==> src/sv/cgcn_pkg.sv <==
`timescale 1ns / 1ps
// Shared types and constants for the gripper command node.
// No dependencies; imported by can_gripper_command_node.
package cgcn_pkg;

	// heartbeat states and response codes
	localparam logic [7:0] HB_ALIVE  = 8'h05;
	localparam logic [7:0] HB_STOP   = 8'h00;
	localparam logic [7:0] ACK_CODE  = 8'h11;
	localparam logic [7:0] READ_RESP = 8'h21;

	localparam logic [15:0] TICK_MAX = 16'hFFFF;

	// commanded modes
	localparam logic [1:0] MODE_IDLE = 2'd0;
	localparam logic [1:0] MODE_A    = 2'd1;
	localparam logic [1:0] MODE_B    = 2'd2;

	// frame length thresholds
	localparam logic [3:0] LEN_HB  = 4'd1;
	localparam logic [3:0] LEN_CMD = 4'd2;
	localparam logic [3:0] LEN_WR  = 4'd3;

	// configuration register indexes
	typedef enum logic [2:0] {
		REG_TIMEOUT     = 3'd0,
		REG_CMD_ID      = 3'd1,
		REG_HB_ID       = 3'd2,
		REG_RESP_ID     = 3'd3,
		REG_WR_CODE     = 3'd4,
		REG_RD_CODE     = 3'd5,
		REG_RELAY_BANK  = 3'd6,
		REG_SENSOR_BANK = 3'd7
	} cfg_reg_t;

	typedef struct packed {
		logic [15:0] timeout_ticks;
		logic [10:0] command_frame_id;
		logic [10:0] heartbeat_frame_id;
		logic [10:0] response_frame_id;
		logic [7:0]  write_request_code;
		logic [7:0]  read_request_code;
		logic [7:0]  relay_bank_code;
		logic [7:0]  sensor_bank_code;
	} cfg_t;

	localparam cfg_t CFG_RESET = '{
		timeout_ticks:      16'd500,
		command_frame_id:   11'h210,
		heartbeat_frame_id: 11'h600,
		response_frame_id:  11'h310,
		write_request_code: 8'h10,
		read_request_code:  8'h20,
		relay_bank_code:    8'h00,
		sensor_bank_code:   8'h10
	};

endpackage

==> src/sv/can_gripper_command_node.sv <==
`timescale 1ns / 1ps
// Gripper command node: frame/tick decode, watchdog and commanded modes.
// Depends on cgcn_pkg.

// Takes one word per clock (a millisecond tick or a received classic frame)
// and returns exactly one result word per input word: the word is captured in
// an input stage, decoded against the watchdog count and mode registers, and
// the result lands in an output register. Both stages advance independently,
// so a new word is taken every cycle while the output side keeps up; a stalled
// output holds one result and one pending input.
// Configuration registers are written through the cfg channel, which is always
// ready; write them only while the node is idle.
module can_gripper_command_node
	import cgcn_pkg::*;
(
	input  logic        clk,
	input  logic        arst_n,

	input  logic        cfg_valid,
	output logic        cfg_ready,
	input  logic [2:0]  cfg_index,
	input  logic [15:0] cfg_data,

	input  logic        in_valid,
	output logic        in_ready,
	input  logic        cmd,
	input  logic [10:0] frame_id,
	input  logic [3:0]  frame_length,
	input  logic [7:0]  byte0,
	input  logic [7:0]  byte1,
	input  logic [7:0]  byte2,
	input  logic        sensor_up,
	input  logic        sensor_down,
	input  logic        sensor_closed,

	output logic        out_valid,
	input  logic        out_ready,
	output logic [1:0]  vertical_state,
	output logic [1:0]  jaw_state,
	output logic        failsafe_applied,
	output logic        tx_valid,
	output logic [10:0] tx_id,
	output logic [7:0]  tx_byte0,
	output logic [7:0]  tx_byte1,
	output logic [7:0]  tx_byte2
);

	cfg_t        cfg_q;
	logic [15:0] elapsed_q;
	logic [1:0]  vertical_q;
	logic [1:0]  jaw_q;

	// input stage
	logic        valid_s1;
	logic        cmd_s1;
	logic [10:0] fid_s1;
	logic [3:0]  len_s1;
	logic [7:0]  b0_s1;
	logic [7:0]  b1_s1;
	logic [7:0]  b2_s1;
	logic [2:0]  sens_s1;

	// result stage
	logic        valid_s2;
	logic [1:0]  vert_s2;
	logic [1:0]  jaw_s2;
	logic        fs_s2;
	logic        tx_s2;
	logic [10:0] tx_id_s2;
	logic [7:0]  t0_s2;
	logic [7:0]  t1_s2;
	logic [7:0]  t2_s2;

	logic        adv_s1;

	assign cfg_ready = 1'b1;
	assign adv_s1    = valid_s1 && (!valid_s2 || out_ready);
	assign in_ready  = !valid_s1 || adv_s1;

	always_ff @(posedge clk or negedge arst_n) begin
		if (!arst_n) begin
			cfg_q <= CFG_RESET;
		end else if (cfg_valid) begin
			unique case (cfg_reg_t'(cfg_index))
				REG_TIMEOUT:     cfg_q.timeout_ticks      <= cfg_data;
				REG_CMD_ID:      cfg_q.command_frame_id   <= cfg_data[10:0];
				REG_HB_ID:       cfg_q.heartbeat_frame_id <= cfg_data[10:0];
				REG_RESP_ID:     cfg_q.response_frame_id  <= cfg_data[10:0];
				REG_WR_CODE:     cfg_q.write_request_code <= cfg_data[7:0];
				REG_RD_CODE:     cfg_q.read_request_code  <= cfg_data[7:0];
				REG_RELAY_BANK:  cfg_q.relay_bank_code    <= cfg_data[7:0];
				REG_SENSOR_BANK: cfg_q.sensor_bank_code   <= cfg_data[7:0];
			endcase
		end
	end

	// input stage capture
	always_ff @(posedge clk or negedge arst_n) begin
		if (!arst_n) begin
			valid_s1 <= 1'b0;
		end else if (in_ready) begin
			valid_s1 <= in_valid;
		end
	end

	always_ff @(posedge clk) begin
		if (in_ready && in_valid) begin
			cmd_s1  <= cmd;
			fid_s1  <= frame_id;
			len_s1  <= frame_length;
			b0_s1   <= byte0;
			b1_s1   <= byte1;
			b2_s1   <= byte2;
			sens_s1 <= {sensor_closed, sensor_down, sensor_up};
		end
	end

	// decode
	logic [15:0] elapsed_inc;
	logic [15:0] elapsed_nxt;
	logic [1:0]  vert_nxt;
	logic [1:0]  jaw_nxt;
	logic        fs;
	logic        tx;
	logic [7:0]  t0;
	logic [7:0]  t1;
	logic [7:0]  t2;
	logic        wr_hit;
	logic        rd_hit;

	assign elapsed_inc = (elapsed_q == TICK_MAX) ? elapsed_q : elapsed_q + 16'd1;
	assign wr_hit = (b0_s1 == cfg_q.write_request_code) && (b1_s1 == cfg_q.relay_bank_code);
	assign rd_hit = (b0_s1 == cfg_q.read_request_code) && (b1_s1 == cfg_q.sensor_bank_code);

	always_comb begin
		elapsed_nxt = elapsed_q;
		vert_nxt    = vertical_q;
		jaw_nxt     = jaw_q;
		fs          = 1'b0;
		tx          = 1'b0;
		t0          = '0;
		t1          = '0;
		t2          = '0;
		priority if (!cmd_s1) begin
			elapsed_nxt = elapsed_inc;
			fs          = (elapsed_inc >= cfg_q.timeout_ticks);
		end else if (fid_s1 == cfg_q.heartbeat_frame_id) begin
			if (len_s1 >= LEN_HB) begin
				if (b0_s1 == HB_ALIVE) begin
					elapsed_nxt = '0;
				end else if (b0_s1 == HB_STOP) begin
					fs = 1'b1;
				end
			end
		end else if (fid_s1 == cfg_q.command_frame_id) begin
			elapsed_nxt = '0;
			if (len_s1 >= LEN_CMD) begin
				if (wr_hit) begin
					if (len_s1 >= LEN_WR) begin
						// down overrides up, open overrides close
						if (b2_s1[1]) vert_nxt = MODE_B;
						else if (b2_s1[0]) vert_nxt = MODE_A;
						if (b2_s1[3]) jaw_nxt = MODE_B;
						else if (b2_s1[2]) jaw_nxt = MODE_A;
						tx = 1'b1;
						t0 = ACK_CODE;
						t1 = cfg_q.relay_bank_code;
						t2 = b2_s1;
					end
				end else if (rd_hit) begin
					tx = 1'b1;
					t0 = READ_RESP;
					t1 = cfg_q.sensor_bank_code;
					t2 = {5'd0, sens_s1};
				end
			end
		end else begin
			// frames with other ids are ignored
		end
		if (fs) begin
			vert_nxt = MODE_IDLE;
			jaw_nxt  = MODE_IDLE;
		end
	end

	always_ff @(posedge clk or negedge arst_n) begin
		if (!arst_n) begin
			elapsed_q  <= '0;
			vertical_q <= MODE_IDLE;
			jaw_q      <= MODE_IDLE;
		end else if (adv_s1) begin
			elapsed_q  <= elapsed_nxt;
			vertical_q <= vert_nxt;
			jaw_q      <= jaw_nxt;
		end
	end

	// result stage
	always_ff @(posedge clk or negedge arst_n) begin
		if (!arst_n) begin
			valid_s2 <= 1'b0;
		end else if (adv_s1) begin
			valid_s2 <= 1'b1;
		end else if (out_ready) begin
			valid_s2 <= 1'b0;
		end
	end

	always_ff @(posedge clk) begin
		if (adv_s1) begin
			vert_s2  <= vert_nxt;
			jaw_s2   <= jaw_nxt;
			fs_s2    <= fs;
			tx_s2    <= tx;
			tx_id_s2 <= tx ? cfg_q.response_frame_id : 11'd0;
			t0_s2    <= t0;
			t1_s2    <= t1;
			t2_s2    <= t2;
		end
	end

	assign out_valid        = valid_s2;
	assign vertical_state   = vert_s2;
	assign jaw_state        = jaw_s2;
	assign failsafe_applied = fs_s2;
	assign tx_valid         = tx_s2;
	assign tx_id            = tx_id_s2;
	assign tx_byte0         = t0_s2;
	assign tx_byte1         = t1_s2;
	assign tx_byte2         = t2_s2;

`ifndef SYNTHESIS
	a_tx_code: assert property (@(posedge clk) disable iff (!arst_n)
		valid_s2 && tx_s2 |-> (t0_s2 == ACK_CODE || t0_s2 == READ_RESP))
		else $error("response with unknown code");

	a_fs_idle: assert property (@(posedge clk) disable iff (!arst_n)
		valid_s2 && fs_s2 |-> (vert_s2 == MODE_IDLE && jaw_s2 == MODE_IDLE))
		else $error("failsafe result with non-idle modes");

	a_mode_hold: assert property (@(posedge clk) disable iff (!arst_n)
		!adv_s1 |=> $stable(vertical_q) && $stable(jaw_q) && $stable(elapsed_q))
		else $error("state changed without an item");

	a_elapsed_step: assert property (@(posedge clk) disable iff (!arst_n)
		elapsed_q != $past(elapsed_q) |->
			(elapsed_q == 16'd0 || elapsed_q == $past(elapsed_q) + 16'd1))
		else $error("watchdog count jumped");
`endif

endmodule
==> config.mk <==
export PLATFORM = sky130hd
export DESIGN_NAME = can_gripper_command_node
export DESIGN_NICKNAME = d
export VERILOG_FILES = /design/src/sv/cgcn_pkg.sv /design/src/sv/can_gripper_command_node.sv
export SDC_FILE = /design/constraint.sdc
export NUM_CORES = 1
export LEC_CHECK = 0
export BUFFER_PORTS_ARGS = -buffer_cell sky130_fd_sc_hd__clkbuf_2
export CAP_MARGIN = 10
export CORE_MARGIN = 2
export CORE_UTILIZATION = 50
export DETAILED_ROUTE_END_ITERATION = 16
export GPL_ROUTABILITY_DRIVEN = 0
export GPL_TIMING_DRIVEN = 0
export PLACE_DENSITY = 0.71
export RECOVER_POWER = 100
export SYNTH_ARGS = -nofsm -noshare
export SYNTH_HDL_FRONTEND = slang
export SYNTH_SLANG_ARGS = --single-unit
==> constraint.sdc <==
create_clock -name clk -period 9.8 [get_ports clk]
set_clock_uncertainty 0.05 [all_clocks]
set_input_delay 0.98 -clock clk [delete_from_list [all_inputs] [get_ports clk]]
set_output_delay 0.98 -clock clk [all_outputs]
set_load 0.1 [all_outputs]
==> results.rst <==
.. list-table::
   :header-rows: 1

   * - Metric
     - Value
   * - RSZ-0062 raised after global routing
     - false
   * - Status
     - complete, but fails checks
   * - Crit Path Class
     - input pin to asynchronous set/reset pin
   * - Hold Path Class
     - register to register
   * - Summed area of non-filler cells in the final layout
     - roughly 9400 sq um
   * - Summed instance area of the synthesized netlist
     - ~8200 sq um
   * - Core box area
     - 15,900 sq um
   * - Final Instance Count excl. Fillers
     - 976
   * - Leftover overflow at the end of global routing
     - 0
   * - Cell Pwr Density
     - approximately 210 nW/um^2
   * - Share of the clock period used by the worst path after layout
     - roughly 59%
   * - Total wire length after detailed routing
     - 17,700 um
   * - Buffer cell driving the clock tree root
     - sky130_fd_sc_hd__clkbuf_16
   * - Port Buffer Count
     - 100
   * - CP Launch Type
     - input pin
   * - Synth Register Bits
     - 182
   * - List of cells traversed by the critical path
     - clkbuf_1
   * - Crit path DAT
     - around 5000 ps
   * - Largest net degree at the start of global routing
     - 104
   * - Instance area after placement
     - between 8000 and 9000 sq um
   * - Fraction of layout instances using a drive strength above 1
     - 24.1%
   * - Cell family with most CP delay
     - buffers and inverters
   * - Mean routed wirelength per cell
     - roughly 18 um
   * - Cell count after synthesis
     - between 600 and 700
   * - Worst rel slew slack
     - -269%
   * - Mean instance size in the synthesized netlist
     - 13.1 sq um
   * - Power Total
     - 1970 uW
   * - Synth Warn #
     - 0
   * - Die Footprint
     - roughly 17,000 sq um
   * - Final routed DRC violation total
     - 0
   * - Slowest library cell on the worst path
     - sky130_fd_sc_hd__clkbuf_1
   * - Endpoint kind of the worst setup timing path
     - asynchronous set/reset pin
   * - Slew at the pin closest to its max-slew limit
     - ~5500 ps
   * - Count of different cell masters after synthesis
     - 53
   * - Achievable clock frequency
     - 0.174 GHz
   * - Number of H-tree levels
     - 4
   * - Max-capacitance violation count
     - 3
   * - Violations in the final reports
     - max-capacitance violations, max-slew violations
   * - Clock slew at the register clock pins of the worst setup and hold paths
     - 60 ps
   * - Placement-stage worst setup slack
     - 5740 ps
   * - Fraction of the yosys area taken by sequential cells
     - around three fifths
   * - Worst Path Required
     - around 9000 ps
   * - Post-synth top flop
     - sky130_fd_sc_hd__dfrtp_1
   * - Via-per-instance ratio
     - between 5 and 6
   * - Global-route wire length before repair
     - 28,900 um
   * - Post-synth EDFFs
     - 79
   * - Clock Path Buffers
     - 2
   * - Die Span Y
     - about 130 um
   * - Clock buffers created by TritonCTS
     - 17
   * - Final number of max-transition violations
     - about 180
   * - Peak per-stage delay on the critical path
     - 3800 ps
   * - Initial cell density of the core
     - 51.2%
   * - Maximum vdd ir drop
     - 0.135 mV
   * - Post-synthesis async set-or-reset flop share
     - between 50% and 60%
   * - Die width
     - 132 um
   * - Initial detailed-routing violation count
     - about 430
   * - Insertion delay of the later-clocked pin in the worst-skew pair
     - between 400 and 500 ps
   * - Critical-path maximum fanout
     - roughly 100
   * - Top-Level Pins
     - between 100 and 150
   * - Count of filler cells inserted in the layout
     - 1,312
   * - Post-cts resize count
     - 0
   * - Drt first pass iters
     - 5
   * - Number of global-route vias before repair
     - about 5,600
   * - Worst path setup slack after routing
     - a little over 4000 ps
   * - Clock tree from TritonCTS
     - done
   * - Hold Vio Cnt, Final
     - 0
   * - Total number of vias
     - roughly 5,400
   * - Count of antenna-violating nets left after detailed routing
     - 0
   * - Gr usage total
     - approximately 22%
   * - Post-CTS Repair Setup Buffers
     - 0
   * - CTS hold repair buffers
     - 0
   * - Buffer and inverter count on the worst path
     - 1
   * - Number of failing setup endpoints in the final timing report
     - 0
   * - NumNets Final
     - between 800 and 900
   * - Half-perimeter wire length of the detailed placement result
     - around 13,000 um
   * - Clock sink total
     - 182
   * - Tmin final
     - about 5700 ps
   * - Static power due to leakage
     - between 0.003 and 0.004 uW
   * - Total Negative Setup Slacks
     - 0 ps
   * - Diode insertion count for antenna repair
     - 0
   * - Number of placement rows
     - 46
   * - Synth-to-Final Area Change
     - 15.5%
   * - Number of cells in the design after placement
     - around 940
   * - Number of antenna violations at the first check in global routing
     - 0
-- cell usage in the layout (no fill, tap or decap), drive strengths merged, types with 17 or more instances in the layout --
| cell | netlist | layout |
|---|---|---|
| ha | 17 | 17 |
| nand2 | 35 | 35 |
| edfxtp | 79 | 79 |
| dfrtp | 87 | 87 |
| o21ai | 24 | 24 |
| xor2 | 19 | 19 |
| clkbuf | 14 | 139 |
| mux2 | 67 | 67 |
| xnor2 | 45 | 45 |
| and2 | 20 | 20 |
| inv | 25 | 28 |
-- Yosys cell counts, drive strengths merged, types with 11 or more instances --
master | count | area share [%]
nand3 | 11 | 0.67
inv | 25 | 1.1
xor2 | 19 | 2.0
a21oi | 16 | 0.98
and2 | 20 | 1.5
nand2 | 35 | 1.6
o21ai | 24 | 1.5
clkbuf | 14 | 0.64
xnor2 | 45 | 4.8
ha | 17 | 2.6
edfxtp | 79 | 29
dfrtp | 87 | 27
mux2 | 67 | 9.2
dfstp | 16 | 5.1
nor2 | 16 | 0.74
a22o | 12 | 1.3
nand4 | 14 | 1.1
-- state kept, by name, indices dropped and copies added (netlist names), 11 cells and up --
signal     flops
fid_s1        11
elapsed_q     16
tx_id         11
cfg_q         81
-- metrics by stage --
stage	util [%]	hold WS, ps
2_1_floorplan	-	407
3_3_place_gp	56.2	423
3_5_place_dp	56.3	437
4_1_cts	59.7	451
5_1_grt	59.2	474
6_report	59.2	448
-- cell families (layout without fill, tap and decap cells) --
family / Yosys count / in the layout / share of synthesized area, %
compound gates: 89 / 89 / 7.29
xor+xnor: 64 / 64 / 6.86
fa+ha+maj: 17 / 17 / 2.60
buf+inv: 49 / 182 / 2.60
flops: 182 / 182 / 60.9
mux: 69 / 69 / 9.48
other cells: 2 / 6 / 0.0920
simple gates: 151 / 151 / 10.2
-- path summary, 6_finish.rpt --
check | slack, ps | depth (start not counted) | endpoint | startpoint
setup / recovery | 4060 | 1 | cfg_q[9] | arst_n
max in group clk | 5470 | 7 | elapsed_q[7] | out_ready
hold / removal | 450 | 1 | cfg_q[37] | cfg_q[37]
min in group asynchronous | 2540 | 1 | vertical_q[1] | arst_n
hold reg to reg | 450 | 1 | cfg_q[37] | cfg_q[37]
setup reg to reg | 5610 | 12 | jaw_q[0] | elapsed_q[3]
-- power breakdown --
part           switching (uW)  leakage [uW]  internal [uW]
clock network             287      0.000250            337
logic                     215       0.00158            139
registers                74.2       0.00199            916
total                     576       0.00382           1390
-- per-layer routing --
layer	track usage [%]	share of wire (%)	wire, um
met5	0	0	0
met4	7.49	1.8	316
met3	5.04	5.3	948
met2	36.2	51	9030
met1	27.6	42	7450
-- final cells by class --
| cell class | count | area (sq um) | share of cell area, % |
|---|---|---|---|
| clock buffers | 21 | 460 | 4.88 |
| repair buffers | 101 | 455 | 4.83 |
| inverters | 26 | 98.8 | 1.05 |
| well taps | 216 | 270 | 2.87 |
| multi-input cells | 396 | 2990 | 31.7 |
| clock inverters | 11 | 75.1 | 0.796 |
| flip-flops and latches | 182 | 4970 | 52.7 |
| plain buffers | 23 | 109 | 1.15 |
Power figures use the tool's default switching activity.
